`src/rtl/bounded_uniform_rejection_unit_macros.svh`:
```
// ----------------------------------------------------------------------------
// Assertion macros for the bounded uniform rejection unit
// Clocked, reset-gated property wrappers used by the RTL.
// ----------------------------------------------------------------------------
`ifndef BOUNDED_UNIFORM_REJECTION_UNIT_MACROS_SVH
`define BOUNDED_UNIFORM_REJECTION_UNIT_MACROS_SVH

// Same-cycle implication, disabled while reset is asserted.
`define BURS_ASSERT_NOW(lbl, clk, rst_n, ante, cons) \
  lbl: assert property (@(posedge clk) disable iff (!rst_n) (ante) |-> (cons)) \
    else $error("burs assertion failed");

// Next-cycle implication, disabled while reset is asserted.
`define BURS_ASSERT_NEXT(lbl, clk, rst_n, ante, cons) \
  lbl: assert property (@(posedge clk) disable iff (!rst_n) (ante) |=> (cons)) \
    else $error("burs assertion failed");

`endif

```
`src/rtl/burs_pkg.sv`:
```
// ----------------------------------------------------------------------------
// burs_pkg
// Shared types, register indexes and chunk helpers of the rejection unit.
// ----------------------------------------------------------------------------
package burs_pkg;

  // Configuration register indexes
  localparam logic REG_BOUND = 1'b0;
  localparam logic REG_COUNT = 1'b1;

  localparam logic [63:0] BOUND_MAX8  = 64'h0000_0000_0000_00FF;
  localparam logic [63:0] BOUND_MAX16 = 64'h0000_0000_0000_FFFF;
  localparam logic [63:0] BOUND_MAX32 = 64'h0000_0000_FFFF_FFFF;

  typedef enum logic [1:0] {CW8, CW16, CW32, CW64} chunk_w_e;

  typedef enum logic [2:0] {
    ST_IDLE, ST_THRESH, ST_CHECK, ST_MOD, ST_FLUSH
  } state_e;

  // Request into the serial remainder unit; dividend is MSB-aligned.
  typedef struct packed {
    logic        start;
    logic [6:0]  nbits;
    logic [64:0] dividend;
  } rem_req_t;

  // Load request into the output register.
  typedef struct packed {
    logic        load;
    logic [63:0] value;
    logic        last;
    logic        done;
  } out_load_t;

  function automatic chunk_w_e width_sel(input logic [63:0] bound);
    chunk_w_e cw;
    if (bound <= BOUND_MAX8) begin
      cw = CW8;
    end else if (bound <= BOUND_MAX16) begin
      cw = CW16;
    end else if (bound <= BOUND_MAX32) begin
      cw = CW32;
    end else begin
      cw = CW64;
    end
    return cw;
  endfunction

  function automatic logic [6:0] cw_bits(input chunk_w_e cw);
    logic [6:0] n;
    unique case (cw)
      CW8:     n = 7'd8;
      CW16:    n = 7'd16;
      CW32:    n = 7'd32;
      default: n = 7'd64;
    endcase
    return n;
  endfunction

  function automatic logic [2:0] cw_chunks_m1(input chunk_w_e cw);
    logic [2:0] n;
    unique case (cw)
      CW8:     n = 3'd7;
      CW16:    n = 3'd3;
      CW32:    n = 3'd1;
      default: n = 3'd0;
    endcase
    return n;
  endfunction

  // Low chunk of the word, zero extended.
  function automatic logic [63:0] chunk_of(input chunk_w_e cw, input logic [63:0] w);
    logic [63:0] c;
    unique case (cw)
      CW8:     c = {56'd0, w[7:0]};
      CW16:    c = {48'd0, w[15:0]};
      CW32:    c = {32'd0, w[31:0]};
      default: c = w;
    endcase
    return c;
  endfunction

  // Low chunk placed at the top of a 65-bit dividend register.
  function automatic logic [64:0] chunk_align(input chunk_w_e cw, input logic [63:0] w);
    logic [64:0] a;
    unique case (cw)
      CW8:     a = {w[7:0], 57'd0};
      CW16:    a = {w[15:0], 49'd0};
      CW32:    a = {w[31:0], 33'd0};
      default: a = {w, 1'b0};
    endcase
    return a;
  endfunction

  function automatic logic [63:0] chunk_shift(input chunk_w_e cw, input logic [63:0] w);
    logic [63:0] s;
    unique case (cw)
      CW8:     s = {8'd0, w[63:8]};
      CW16:    s = {16'd0, w[63:16]};
      CW32:    s = {32'd0, w[63:32]};
      default: s = w;
    endcase
    return s;
  endfunction

endpackage

```
`src/rtl/burs_rem.sv`:
```
// ----------------------------------------------------------------------------
// burs_rem
// Bit-serial restoring remainder: one dividend bit per cycle, MSB first.
// ----------------------------------------------------------------------------
module burs_rem import burs_pkg::*; (
  input  logic        clk_i,
  input  logic        rst_ni,
  input  rem_req_t    req_i,
  input  logic [63:0] divisor_i,
  output logic        busy_o,
  output logic [63:0] rem_o
);

  logic        busy_q, busy_d;
  logic [6:0]  cnt_q, cnt_d;
  logic [64:0] div_q;
  logic [63:0] rem_q;
  logic [64:0] trial;
  logic [64:0] diff;
  logic [63:0] rem_next;

  // Shift in the next bit, subtract when the partial remainder reaches the divisor
  assign trial    = {rem_q, div_q[64]};
  assign diff     = trial - {1'b0, divisor_i};
  assign rem_next = (trial >= {1'b0, divisor_i}) ? diff[63:0] : trial[63:0];

  always_comb begin
    busy_d = busy_q;
    cnt_d  = cnt_q;
    if (req_i.start) begin
      busy_d = 1'b1;
      cnt_d  = req_i.nbits;
    end else if (busy_q) begin
      cnt_d = cnt_q - 7'd1;
      if (cnt_q == 7'd1) begin
        busy_d = 1'b0;
      end
    end
  end

  always_ff @(posedge clk_i or negedge rst_ni) begin
    if (!rst_ni) begin
      busy_q <= 1'b0;
      cnt_q  <= 7'd0;
    end else begin
      busy_q <= busy_d;
      cnt_q  <= cnt_d;
    end
  end

  always_ff @(posedge clk_i) begin
    if (req_i.start) begin
      rem_q <= 64'd0;
      div_q <= req_i.dividend;
    end else if (busy_q) begin
      rem_q <= rem_next;
      div_q <= {div_q[63:0], 1'b0};
    end
  end

  assign busy_o = busy_q;
  assign rem_o  = rem_q;

endmodule

```
`src/rtl/burs_out_reg.sv`:
```
// ----------------------------------------------------------------------------
// burs_out_reg
// Output register of the result channel, decoupling the sender from stalls.
// ----------------------------------------------------------------------------
module burs_out_reg import burs_pkg::*; (
  input  logic        clk_i,
  input  logic        rst_ni,
  input  out_load_t   ld_i,
  input  logic        ready_i,
  output logic        free_o,
  output logic        valid_o,
  output logic [63:0] value_o,
  output logic        last_o,
  output logic        done_o
);

  logic        valid_q;
  logic [63:0] value_q;
  logic        last_q;
  logic        done_q;

  assign free_o = !valid_q || ready_i;

  always_ff @(posedge clk_i or negedge rst_ni) begin
    if (!rst_ni) begin
      valid_q <= 1'b0;
    end else if (ld_i.load) begin
      valid_q <= 1'b1;
    end else if (ready_i) begin
      valid_q <= 1'b0;
    end
  end

  always_ff @(posedge clk_i) begin
    if (ld_i.load) begin
      value_q <= ld_i.value;
      last_q  <= ld_i.last;
      done_q  <= ld_i.done;
    end
  end

  assign valid_o = valid_q;
  assign value_o = value_q;
  assign last_o  = last_q;
  assign done_o  = done_q;

endmodule

```
`src/rtl/bounded_uniform_rejection_unit.sv`:
```
// ----------------------------------------------------------------------------
// bounded_uniform_rejection_unit
// Uniform integers below a configured bound from raw 64-bit random words.
// ----------------------------------------------------------------------------
// Input channel: one 64-bit random word per transaction (in_valid_i/in_ready_o).
// Output channel: value_o, last_o, done_res_o per transaction
//   (out_valid_o/out_ready_i); a word yields zero to eight results.
// Config port: cfg_we_i writes cfg_data_i into register cfg_idx_i
//   (0: bound, 1: count_wanted). Write only while the block is idle.
// Datapath: all arithmetic runs through one bit-serial remainder unit, one bit
//   per cycle. The chunk width W is 8/16/32/64 bits, chosen from the bound.
//   A zero bound consumes the word with no result.
// The last result of a word is held in a pending register until the word is
//   finished, so last_o can be set on it.
// Reset: bound = 2, count_wanted = 1, request count cleared, channels empty.
// Stall: the output register takes the next result while the pending register
//   holds one more; beyond that the sequencer waits. A new word is taken once
//   the previous one is finished, even while a result waits in the output.
// ----------------------------------------------------------------------------
`include "bounded_uniform_rejection_unit_macros.svh"

module bounded_uniform_rejection_unit import burs_pkg::*; (
  input  logic        clk_i,
  input  logic        rst_ni,
  input  logic        cfg_we_i,
  input  logic        cfg_idx_i,
  input  logic [63:0] cfg_data_i,
  input  logic        in_valid_i,
  output logic        in_ready_o,
  input  logic [63:0] random_word_i,
  output logic        out_valid_o,
  input  logic        out_ready_i,
  output logic [63:0] value_o,
  output logic        last_o,
  output logic        done_res_o
);

  // Configuration registers
  logic [63:0] bound_q;
  logic [30:0] count_q;

  // Sequencer state
  state_e      state_q, state_d;
  logic [63:0] word_q, word_d;
  logic [63:0] thresh_q, thresh_d;
  logic [2:0]  left_q, left_d;
  chunk_w_e    cw_q, cw_d;
  logic [30:0] produced_q, produced_d;
  logic        pend_valid_q, pend_valid_d;
  logic [63:0] pend_value_q, pend_value_d;
  logic        pend_done_q, pend_done_d;

  logic [30:0] produced_next;
  logic        req_done;

  rem_req_t    rem_req;
  logic        rem_busy;
  logic [63:0] rem_val;
  out_load_t   out_ld;
  logic        out_free;

  burs_rem u_rem (
    .clk_i     (clk_i),
    .rst_ni    (rst_ni),
    .req_i     (rem_req),
    .divisor_i (bound_q),
    .busy_o    (rem_busy),
    .rem_o     (rem_val)
  );

  burs_out_reg u_out (
    .clk_i   (clk_i),
    .rst_ni  (rst_ni),
    .ld_i    (out_ld),
    .ready_i (out_ready_i),
    .free_o  (out_free),
    .valid_o (out_valid_o),
    .value_o (value_o),
    .last_o  (last_o),
    .done_o  (done_res_o)
  );

  // Request bookkeeping: counter wraps in 31 bits, completion by >=
  assign produced_next = produced_q + 31'd1;
  assign req_done      = (produced_next >= count_q);

  always_ff @(posedge clk_i or negedge rst_ni) begin
    if (!rst_ni) begin
      bound_q <= 64'd2;
      count_q <= 31'd1;
    end else if (cfg_we_i) begin
      unique case (cfg_idx_i)
        REG_BOUND: bound_q <= cfg_data_i;
        REG_COUNT: count_q <= cfg_data_i[30:0];
        default:   bound_q <= bound_q;
      endcase
    end
  end

  always_comb begin
    state_d      = state_q;
    word_d       = word_q;
    thresh_d     = thresh_q;
    left_d       = left_q;
    cw_d         = cw_q;
    produced_d   = produced_q;
    pend_valid_d = pend_valid_q;
    pend_value_d = pend_value_q;
    pend_done_d  = pend_done_q;
    rem_req      = '0;
    out_ld       = '0;
    in_ready_o   = (state_q == ST_IDLE);

    unique case (state_q)
      ST_IDLE: begin
        if (in_valid_i) begin
          word_d = random_word_i;
          cw_d   = width_sel(bound_q);
          // A zero bound accepts nothing: drop the word
          if (bound_q != 64'd0) begin
            // Threshold is 2^W mod bound: a one followed by W zeros
            rem_req.start    = 1'b1;
            rem_req.nbits    = cw_bits(cw_d) + 7'd1;
            rem_req.dividend = {1'b1, 64'd0};
            state_d          = ST_THRESH;
          end
        end
      end

      ST_THRESH: begin
        if (!rem_busy) begin
          thresh_d = rem_val;
          left_d   = cw_chunks_m1(cw_q);
          state_d  = ST_CHECK;
        end
      end

      ST_CHECK: begin
        if (chunk_of(cw_q, word_q) >= thresh_q) begin
          rem_req.start    = 1'b1;
          rem_req.nbits    = cw_bits(cw_q);
          rem_req.dividend = chunk_align(cw_q, word_q);
          state_d          = ST_MOD;
        end else if (left_q == 3'd0) begin
          state_d = ST_FLUSH;
        end else begin
          word_d = chunk_shift(cw_q, word_q);
          left_d = left_q - 3'd1;
        end
      end

      ST_MOD: begin
        // Hold the new result until the previous one can move on
        if (!rem_busy && (!pend_valid_q || out_free)) begin
          if (pend_valid_q) begin
            out_ld.load  = 1'b1;
            out_ld.value = pend_value_q;
            out_ld.last  = 1'b0;
            out_ld.done  = pend_done_q;
          end
          pend_valid_d = 1'b1;
          pend_value_d = rem_val;
          pend_done_d  = req_done;
          produced_d   = req_done ? 31'd0 : produced_next;
          if (req_done || (left_q == 3'd0)) begin
            state_d = ST_FLUSH;
          end else begin
            word_d  = chunk_shift(cw_q, word_q);
            left_d  = left_q - 3'd1;
            state_d = ST_CHECK;
          end
        end
      end

      ST_FLUSH: begin
        if (!pend_valid_q) begin
          state_d = ST_IDLE;
        end else if (out_free) begin
          out_ld.load  = 1'b1;
          out_ld.value = pend_value_q;
          out_ld.last  = 1'b1;
          out_ld.done  = pend_done_q;
          pend_valid_d = 1'b0;
          state_d      = ST_IDLE;
        end
      end

      default: state_d = ST_IDLE;
    endcase
  end

  always_ff @(posedge clk_i or negedge rst_ni) begin
    if (!rst_ni) begin
      state_q      <= ST_IDLE;
      produced_q   <= 31'd0;
      pend_valid_q <= 1'b0;
    end else begin
      state_q      <= state_d;
      produced_q   <= produced_d;
      pend_valid_q <= pend_valid_d;
    end
  end

  always_ff @(posedge clk_i) begin
    word_q       <= word_d;
    thresh_q     <= thresh_d;
    left_q       <= left_d;
    cw_q         <= cw_d;
    pend_value_q <= pend_value_d;
    pend_done_q  <= pend_done_d;
  end

  // Assertions
  `BURS_ASSERT_NOW(a_idle_no_pending, clk_i, rst_ni, state_q == ST_IDLE, !pend_valid_q)
  `BURS_ASSERT_NOW(a_rem_busy_state, clk_i, rst_ni, rem_busy,
                   (state_q == ST_THRESH) || (state_q == ST_MOD))
  `BURS_ASSERT_NEXT(a_done_ends_word, clk_i, rst_ni,
                    (state_q == ST_MOD) && (state_d == ST_CHECK), !pend_done_q)
  `BURS_ASSERT_NOW(a_load_has_pending, clk_i, rst_ni, out_ld.load, pend_valid_q)

endmodule

```
`config.mk`:
```
export PLATFORM = sky130hd
export DESIGN_NAME = bounded_uniform_rejection_unit
export DESIGN_NICKNAME = d
export VERILOG_FILES = /design/src/rtl/burs_pkg.sv /design/src/rtl/burs_rem.sv /design/src/rtl/burs_out_reg.sv /design/src/rtl/bounded_uniform_rejection_unit.sv
export VERILOG_INCLUDE_DIRS = /design/src /design/src/rtl
export SDC_FILE = /design/constraint.sdc
export NUM_CORES = 1
export LEC_CHECK = 0
export BUFFER_PORTS_ARGS = -buffer_cell sky130_fd_sc_hd__buf_2
export CORE_MARGIN = 10
export CORE_UTILIZATION = 30
export CTS_CLUSTER_DIAMETER = 120
export CTS_CLUSTER_SIZE = 30
export DETAILED_ROUTE_END_ITERATION = 8
export HOLD_SLACK_MARGIN = 0.03
export PLACE_DENSITY = 0.43
export SLEW_MARGIN = 0
export SYNTH_ARGS = -nofsm -noshare
export SYNTH_HDL_FRONTEND = slang
export SYNTH_HIERARCHICAL = 1
export SYNTH_SLANG_ARGS = --single-unit
```
`constraint.sdc`:
```
create_clock -name clk_i -period 9.42 [get_ports clk_i]
set_input_delay 1.884 -clock clk_i [delete_from_list [all_inputs] [get_ports clk_i]]
set_output_delay 1.884 -clock clk_i [all_outputs]
set_load 0.05 [all_outputs]
```
* Yosys cells after proc, flatten, opt, wreduce, memory -nomap -nowiden
Cells that the tools add are included.
** Cells by class
- Add/sub/neg operators :: 5
- Bitwise gates (word level) :: 2
- Reductions and logical operators :: 26
- Equality and inequality tests :: 18
- $lt $le $gt $ge :: 6
- Multiplexer cells :: 61
** Operators with widths (count)
- case mux 64 bit (3 select lines) :: 3
- 2-to-1 mux 64 bit :: 7
- 2-to-1 mux 67 bit :: 4
- 2-to-1 mux 73 bit :: 3
- case mux 65 bit (3 select lines) :: 1
- case mux 73 bit (2 select lines) :: 1
- case mux 67 bit (2 select lines) :: 1
- 2-to-1 mux 65 bit :: 2
- >= comparator 65 x 64 -> 1 bit :: 1
- >= comparator 64 bit :: 1
- <= comparator 64 x 16 -> 1 bit (second input constant) :: 1
- <= comparator 64 x 32 -> 1 bit (second input constant) :: 1
- <= comparator 64 x 8 -> 1 bit (second input constant) :: 1
- nonzero test 64 bit :: 1
- subtractor 64 bit :: 1
- 2-to-1 mux 3 bit :: 14
- case mux 7 bit (3 select lines) :: 2
- 2-to-1 mux 7 bit :: 5
- adder 31 x 1 -> 31 bit (second input constant) :: 1
- >= comparator 31 bit :: 1
- 2-to-1 mux 31 bit :: 1
- case mux 3 bit (3 select lines) :: 2
- AND reduction 6 bit :: 3
- case mux 3 bit (5 select lines) :: 1
- 24 further kinds :: 59
** Storage, ports and cells
- Register bits :: 532
- Logic and storage cells :: 137
- Output and inout port bits :: 68

* Logic depth before layout (Yosys ltp)
Gate-level depths: netlist (run 1).
- Depth in word-level cells :: 16
- Gate-level depth with buffers :: 21
- Mapped depth without buffers :: 17

* By module
Netlist (run 1), hierarchy kept.
** Modules (own cells, without submodules)
- bounded_uniform_rejection_unit :: cells each 1604, area an instance 17310.4 um^2, sequential area each 9201.3 um^2, instances 1
- burs_rem :: cells each 1223, area an instance 10391.2 um^2, sequential area each 3433.3 um^2, instances 1
- burs_out_reg :: cells each 69, area an instance 2029.4 um^2, sequential area each 2006.9 um^2, instances 1

* Worst setup path before layout (run 1)
Ideal clock, no wire load.
- Path kind :: input port to flip-flop
- From :: input out_ready_i
- To :: register produced_q[17]
- Data required time :: 9289 ps
- Data arrival time :: 5438 ps
- Buffers on the path :: 2
- Setup slack :: 3851 ps
- Stages on the path :: 11
- Cells stage by stage :: nand2b_4 > inv_1 > a31oi_1 > nand2_1 > or2_2 > clkbuf_1 > inv_1 > buf_1 > o21ai_0 > nand2_1 > o31ai_1
** On the way
- Longest elaborated chain between the ends :: 4
** RTL lines
- start: declaration :: RTL line bounded_uniform_rejection_unit.sv:32 : input logic out_ready_i,
- logical OR 1 bit :: RTL line burs_out_reg.sv:22 : assign free_o = !valid_q || ready_i;
- logical OR 1 bit :: RTL line bounded_uniform_rejection_unit.sv:154 : if (!rem_busy && (!pend_valid_q || out_free)) begin
- logical AND 1 bit :: RTL line bounded_uniform_rejection_unit.sv:154
- AND reduction 2 bit (no line)
- end signal: assignment :: RTL line bounded_uniform_rejection_unit.sv:199 : produced_q <= produced_d;
- end: declaration :: RTL line bounded_uniform_rejection_unit.sv:48 : logic [30:0] produced_q, produced_d;
Every way passes these cells.
A chain may end at the register's enable or synchronous reset.

==> metrics.md, run 1 <==
| Metric | Value |
|---|---|
| Cell Pwr Density | `289.8 nW/um2` |
| Setup ws final | `3.223 ns` |
| Max Freq | `161.4 MHz` |
| Reg clk slew, reported paths | `0.12 ns` |
| Max FO, Critical Path | `49` |
| Final HPWL DP | `71540 um` |
| Setup CP Type | `register to register` |
| Number of synthesized flops with an enable pin | `329` |
| CTS sink cnt | `532` |
| Number of global-route vias before repair | `22.28k` |
| I/O Buffers | `201` |
| Chip height | `334.8 um` |
| Asr flop ratio synth | `26.13%` |
| CP max stage cell | `nor2_1` |
| Die W | `334.8 um` |
| Area after DPL | `31850 um2` |
| Arr. time, crit path | `6.52 ns` |
| Drt pass-1 iters | `7` |
| Register area share after synthesis | `49.25%` |
| Root Buffer | `clkbuf_16` |
| Global-route usage over all layers | `16.52%` |
| CTS tree | `done` |
| Routed vias/inst | `5.167` |
| Drt total wl | `95720 um` |
| Relative slew slack | `19.06%` |
| Final-report setup violation count | `0` |
| Final net count | `3285` |
| Post-synth top flop | `edfxtp_1` |
| Mapped Cells | `2896` |
| ANT nets after route | `0` |
| Synth unique cells | `100` |
| Layout Cells excl Fill | `4287` |
| Max cap viols | `0` |
| Post-CTS sizing | `0` |
| Placement Setup Slack | `3.178 ns` |
| FF-to-FF Start | `cw_q[0]` |
| Post-Layout Inst Area | `32680 um2` |
| Row count | `115` |
| Share of layout cells above drive strength 1 | `15.97%` |
| VDD IR-drop max | `0.0001519 V` |
| RSZ-0062 raised after global routing | `false` |
| WL per Instance | `22.33 um` |
| Largest buffer count on any clock path | `3` |
| Post-route setup TNS | `0 ns` |
| Critical Path RT | `9.74 ns` |
| Die area | `112100 um2` |
| Most frequent CP cell | `ha_1` |
| Crit path launch type | `register` |
| Worst-Margin Slew | `1.205 ns` |
| Layout area overhead | `9.928%` |
| DP Cell Count | `4243` |
| Grt total ovfl | `0` |
| Final count of hold timing violations | `0` |
| Drt initial violations | `1664` |
| Critical path's largest stage delay | `0.83 ns` |
| CP Capture Type | `register` |
| Initial Util | `30.21%` |
| Fin crit share | `65.79%` |
| Critical-path cell list | `ha_1 > nor2_1 > nor2b_1 > ha_1 > and3_1 > a221o_1 > a221oi_1 > o221ai_1 > a211oi_2 > a211o_2 > nand2_4 > or2_2 > buf_4` |
| Yosys reg bits | `532` |
| I/O pin total | `202` |
| Via count | `22.15k` |
| Synth warnings | `6` |
| Setup Fix Bufs, Post-CTS | `0` |
| Syn Area/Cell | `10.27 um2` |
| Status | `finished, final reports clean` |
| Initial antenna violation count | `6` |
| HP Start | `count_q[17]` |
| Worst min path class | `register to register` |
| Pwr Total | `9472 uW` |
| TritonCTS buffer count | `24` |
| Gp weighted congestion | `0.8622` |
| Largest net degree at the start of global routing | `105` |
| Final min period | `6.197 ns` |
| Max-slew violations | `0` |
| Max Clock Skew | `0.02879 ns` |
| H-tree depth | `1` |
| Placeable core region | `98420 um2` |
| Beginning of the critical path | `cw_q[0]` |
| Cell Area, Synth | `29730 um2` |
| Drc violations | `0` |
| Clk_lat worst skew | `0.62 ns` |
| Cts hold-fix bufs | `0` |
| LEAKAGE | `0.01300 uW` |
| First-pass GRT wire length | `144400 um` |
layer usage:
metal	vias up	track usage, %	routed length [um]
met2	529	26.61	43680
met4	6	3.112	1539
li1	10550	-	-
met1	10990	23.69	46090
met5	-	0	37
met3	81	1.984	4370
cell usage after synthesis, drive strengths merged, types with 25 or more instances:
cell	count	area share [%]
nor2	188	2.4
a21o	35	0.88
nor2b	58	1.2
o21bai	25	0.67
mux2	164	6.2
ha	168	7.1
o21ai	183	3.1
xnor2	51	1.5
and2	146	3.1
a31oi	28	0.59
buf	56	1.1
a311oi	46	1.4
a22oi	33	0.83
a21oi	148	2.6
xor2	33	0.97
dfxtp	64	4.3
clkbuf	108	1.4
inv	205	2.6
edfxtp	329	33
nor4	25	0.55
dfrtp	137	12
nand3	35	0.59
nand2	330	4.2
nand4	52	1.2
cell type report:
| type | count | area [um2] |
|---|---|---|
| tap | 1287 | 1610 |
| antenna | 1 | 2.502 |
| inverter | 205 | 770.7 |
| multi-input combinational | 1997 | 13650 |
| clock inverter | 11 | 171.4 |
| sequential | 532 | 14650 |
| fill | 10200 | 65740 |
| clock buffer | 32 | 661.9 |
| timing repair buffer | 222 | 1170 |
stage by stage:
step | hold WS (ns) | util [%]
finish | 0.5164 | 33.21
floorplan | 0.4628 | -
global placement | 0.4914 | 32.36
global route | 0.5303 | 33.20
detailed placement | 0.4930 | 32.36
CTS | 0.5213 | 33.20
critical path, delay by kind of cell (launching register included):
family          cells  cell delay, ns
simple gates        5            2.50
fa+ha+maj           2            0.54
flops               1            0.44
compound gates      5            1.93
buf+inv             1            0.42
power breakdown:
group          total [uW]  switching [uW]  leakage (uW)  internal [uW]
combinational        4060            2460       0.00735           1600
sequential           4020             775       0.00526           3240
clock                1390             814      0.000388            578
total                9470            4050        0.0130           5420
cell usage in the layout (no fill, tap or decap), drive strengths merged, types with 35 or more instances in the layout:
cell      n
inv     207
dfrtp   137
nor2    188
o21ai   183
ha      168
nor2b    58
dfxtp    64
nand2   330
a21oi   148
xnor2    51
and2    146
edfxtp  329
nand4    52
a21o     35
nand3    35
buf     222
a311oi   46
mux2    164
state kept, by name, summed over array words and instances (netlist names), 64 cells and up:
name / flops
u_out/value_o: 64
u_rem/rem_o: 64
thresh_q: 64
bound_q: 64
u_rem/div_q: 65
pend_value_q: 64
word_q: 64
final timing paths:
kind / to / slack [ns] / cells after the start
max reg2reg: u_rem/div_q[28] / 3.22 / 13
min reg2reg: count_q[17] / 0.52 / 1
min: count_q[17] / 0.52 / 1
max in group asynchronous: bound_q[44] / 6.74 / 2
min in group asynchronous: count_q[15] / 1.31 / 1
max: u_rem/div_q[28] / 3.22 / 13
kinds of logic after synthesis:
logic type / count (synthesis) / synth area share, %
AND/OR/NAND/NOR: 938 / 15.65
flip-flops: 532 / 49.25
AO/OA/AOI/OAI: 631 / 13.93
buffers and inverters: 369 / 5.075
other: 1 / 0.01261
XOR/XNOR: 84 / 2.475
adder cells (fa/ha/maj): 169 / 7.137
multiplexers: 172 / 6.481
Power figures use the tool's default switching activity.
==> run 2, diff against run 1 <==
--- a/config.mk
+++ b/config.mk
@@ -6,6 +6,7 @@
 export SDC_FILE = /design/constraint.sdc
 export NUM_CORES = 1
 export LEC_CHECK = 0
+export ABC_AREA = 1
 export BUFFER_PORTS_ARGS = -buffer_cell sky130_fd_sc_hd__buf_2
 export CORE_MARGIN = 10
 export CORE_UTILIZATION = 30
@@ -13,7 +14,7 @@
 export CTS_CLUSTER_SIZE = 30
 export DETAILED_ROUTE_END_ITERATION = 8
 export HOLD_SLACK_MARGIN = 0.03
-export PLACE_DENSITY = 0.43
+export PLACE_DENSITY = 0.45
 export SLEW_MARGIN = 0
 export SYNTH_ARGS = -nofsm -noshare
 export SYNTH_HDL_FRONTEND = slang
==> constraint.sdc (replaced) <==
create_clock -name clk_i -period 5.03 [get_ports clk_i]
set_input_delay 1.006 -clock clk_i [delete_from_list [all_inputs] [get_ports clk_i]]
set_output_delay 1.006 -clock clk_i [all_outputs]
set_load 0.05 [all_outputs]
==> run 2 against run 1 <==
Effect of this change: first-iteration DRC count grew 33%; power grew 140%; wire length grew 20%; via count grew 24%; maximum frequency grew 37%; combinational power grew to 3.0 times the previous value; critical path depth grew 7; core utilization grew 0.45 points; global-route usage grew 1.7 points; largest cell class unchanged.
==> metrics.md, run 2 <==
| Metric | Value |
|---|---|
| Status | `finished, final reports clean (unchanged)` |
| Worst min path class | `input port to async pin (was register to register)` |
| Initial antenna violation count | `2 (was 6)` |
| Fin crit share | `89.72% (was 65.79%)` |
| Chip height | `348.5 um (was 334.8 um)` |
| Drt total wl | `114500 um (was 95720 um)` |
| Most frequent CP cell | `nand2_1 (was ha_1)` |
| ANT nets after route | `0 (unchanged)` |
| Gp weighted congestion | `0.9447 (was 0.8622)` |
| Most frequent cells in the layout | `nand2_1, inv_1, edfxtp_1 (was edfxtp_1, nand2_1, inv_1)` |
| Final min period | `4.513 ns (was 6.197 ns)` |
| Largest delay share family, worst path | `simple AND/OR/NAND/NOR gates (unchanged)` |
| Final net count | `4717 (was 3285)` |
| Die W | `348.5 um (was 334.8 um)` |
| Row count | `120 (was 115)` |
| Cell Area, Synth | `32370 um2 (was 29730 um2)` |
| First-pass GRT wire length | `169600 um (was 144400 um)` |
| Drt pass-1 iters | `6 (was 7)` |
| Max cap viols | `0 (unchanged)` |
| Largest net degree at the start of global routing | `73 (was 105)` |
| LEAKAGE | `0.01814 uW (was 0.01300 uW)` |
| Synth unique cells | `54 (was 100)` |
| Setup CP Type | `register to register (unchanged)` |
| Max-slew violations | `0 (unchanged)` |
| Yosys top cell area share | `30.52% (was 33.23%)` |
| Mapped Cells | `4258 (was 2896)` |
| Synth warnings | `6 (unchanged)` |
| Reg2reg path depth | `20 (was 13)` |
| Grt total ovfl | `0 (unchanged)` |
| Ant. Diodes | `0 (was 1)` |
| VDD IR-drop max | `0.0003157 V (was 0.0001519 V)` |
| Setup Fix Bufs, Post-CTS | `0 (unchanged)` |
| Syn Area/Cell | `7.601 um2 (was 10.27 um2)` |
| Placeable core region | `107100 um2 (was 98420 um2)` |
| Max FO, Critical Path | `22 (was 49)` |
| Routed vias/inst | `4.694 (was 5.167)` |
| Asr flop ratio synth | `26.13% (unchanged)` |
| Number of global-route vias before repair | `26.75k (was 22.28k)` |
| Largest Register | `u_rem/div_q (unchanged)` |
| Cell Pwr Density | `635.7 nW/um2 (was 289.8 nW/um2)` |
| Multi-input logic area | `13950 um2 (was 13650 um2)` |
| RSZ-0062 raised after global routing | `false (unchanged)` |
| H-tree depth | `1 (unchanged)` |
| CTS sink cnt | `532 (unchanged)` |
| Via count | `27.41k (was 22.15k)` |
| Synth area leader | `edfxtp_1 (unchanged)` |
| CTS tree | `done (unchanged)` |
| Critical Path RT | `5.40 ns (was 9.74 ns)` |
| Register area | `14640 um2 (was 14650 um2)` |
| Top post-synthesis cells by area | `edfxtp_1, nand2_1, dfrtp_1 (was edfxtp_1, dfrtp_1, ha_1)` |
| Post-route setup TNS | `0 ns (unchanged)` |
| Max Freq | `221.6 MHz (was 161.4 MHz)` |
| Critical path's largest stage delay | `0.44 ns (was 0.83 ns)` |
| Share of layout cells above drive strength 1 | `9.310% (was 15.97%)` |
| Number of synthesized flops with an enable pin | `329 (unchanged)` |
| WL per Instance | `19.60 um (was 22.33 um)` |
| Register area share after synthesis | `45.24% (was 49.25%)` |
| Final-report setup violation count | `0 (unchanged)` |
| CP Capture Type | `register (unchanged)` |
| Final count of hold timing violations | `0 (unchanged)` |
| Initial Util | `30.23% (was 30.21%)` |
| CP max stage cell | `dfrtp_1 (was nor2_1)` |
| Clk_lat worst skew | `0.67 ns (was 0.62 ns)` |
| Commonest non-fill, non-tap cell in the layout | `nand2_1 (was edfxtp_1)` |
| R2r endpoint | `word_q[35] (was u_rem/div_q[28])` |
| Pwr Total | `22900 uW (was 9472 uW)` |
| Post-synth top flop | `edfxtp_1 (unchanged)` |
| Worst-Margin Slew | `1.066 ns (was 1.205 ns)` |
| Drc violations | `0 (unchanged)` |
| Largest buffer count on any clock path | `3 (unchanged)` |
| Max FFs per register | `65 (unchanged)` |
| I/O pin total | `202 (unchanged)` |
| Reg clk slew, reported paths | `0.12 ns (about the same)` |
| Relative slew slack | `28.86% (was 19.06%)` |
| Count leader, synth | `nand2_1 (was edfxtp_1)` |
| Max Clock Skew | `0.05137 ns (was 0.02879 ns)` |
| Global-route usage over all layers | `18.21% (was 16.52%)` |
| Yosys reg bits | `532 (unchanged)` |
| Commonest cells in the synthesized netlist | `nand2_1, inv_1, nor2_1 (was edfxtp_1, nand2_1, inv_1)` |
| Crit path launch type | `register (unchanged)` |
| Layout area overhead | `11.32% (was 9.928%)` |
| TritonCTS buffer count | `28 (was 24)` |
| Cts hold-fix bufs | `0 (unchanged)` |
| # fillers | `11.65k (was 10.20k)` |
| Drt initial violations | `2214 (was 1664)` |
| Root Buffer | `clkbuf_16 (unchanged)` |
| FF-to-FF Start | `produced_q[0] (was cw_q[0])` |
| Die area | `121400 um2 (was 112100 um2)` |
| Arr. time, crit path | `4.89 ns (was 6.52 ns)` |
| WP buf/inv | `4 (was 1)` |
| Reg2Reg Setup Slack | `0.52 ns (was 3.22 ns)` |
| I/O Buffers | `201 (unchanged)` |
| Critical-path cell list | `ha_1 > nand2_1 > inv_2 > nand3_2 > nor2_2 > nand3_1 > nor3_2 > nand2_1 > xor2_1 > ha_1 > a21o_1 > o21ai_0 > nand2_1 > a21oi_1 > nand3_1 > o21ai_0 > inv_1 > nor3_4 > buf_12 > buf_12 (was ha_1 > nor2_1 > nor2b_1 > ha_1 > and3_1 > a221o_1 > a221oi_1 > o221ai_1 > a211oi_2 > a211o_2 > nand2_4 > or2_2 > buf_4)` |
| Final HPWL DP | `88880 um (was 71540 um)` |
| Post-CTS sizing | `0 (unchanged)` |
==> run 2: cell families (layout without fill, tap and decap cells) <==
group                    after synthesis  after routing  share of synthesized area (%)
AO/OA/AOI/OAI                        428            428                          7.388
XOR/XNOR                              52             52                          1.407
adder cells (fa/ha/maj)              169            169                          6.556
buffers and inverters                983           1159                          11.88
flip-flops                           532            532                          45.24
multiplexers                          33             33                          1.148
other                                  1              3                        0.01159
AND/OR/NAND/NOR                     2060           2060                          26.37
==> run 2: cell type report <==
type,count,area share [%]
Sequential cell,532,40.64
Tap cell,1403,4.872
Clock inverter,17,0.7640
Inverter,863,8.997
Multi-Input combinational cell,2745,38.71
Timing Repair Buffer,244,3.914
Clock buffer,35,2.104
==> run 2: worst max-delay path by stage <==
stage                   from          to  slack, ns  cells past startpoint
2_1_floorplan        cw_q[0]   word_q[0]       0.27                     20
3_3_place_gp   produced_q[0]  word_q[19]       0.40                     19
3_5_place_dp   produced_q[0]  word_q[35]       0.42                     19
4_1_cts        produced_q[0]  word_q[35]       0.37                     19
5_1_grt        produced_q[0]  word_q[35]       0.07                     20
6_report       produced_q[0]  word_q[35]       0.52                     20
==> run 2: metrics by stage <==
stage	worst slack (ns)	utilization, %	instances	area [um2]	hold WS (ns)
floorplan	0.2745	-	4260	32390	0.4515
global route	0.07453	33.66	5839	36030	0.4192
detailed placement	0.4154	32.67	5786	34980	0.4742
CTS	0.3701	33.64	5838	36010	0.3585
global placement	0.4007	32.67	5786	34980	0.4671
finish	0.5172	33.66	5839	36030	0.3581
==> run 2: report_power, final <==
group	switching (uW)	internal (uW)
registers	1360	6460
logic	8290	3800
clock network	1760	1230
total	11400	11500
==> run 2: layer usage <==
layer / GRT usage (%) / vias to the layer above / routed length [um]
li1: - / 13660 / -
met2: 30.60 / 641 / 53710
met1: 24.83 / 12980 / 52770
met4: 5.361 / 0 / 3348
met5: 0 / - / 0
met3: 1.441 / 126 / 4630
==> run 2: worst register-to-register path, cell delays in order, from the launching register on <==
cell and delay [ns]:
dfrtp_1 0.44, ha_1 0.19, nand2_1 0.08, inv_2 0.07
nand3_2 0.09, nor2_2 0.14, nand3_1 0.17, nor3_2 0.30
nand2_1 0.17, xor2_1 0.24, ha_1 0.32, a21o_1 0.18
o21ai_0 0.15, nand2_1 0.06, a21oi_1 0.12, nand3_1 0.41
o21ai_0 0.38, inv_1 0.13, nor3_4 0.23, buf_12 0.16
buf_12 0.18
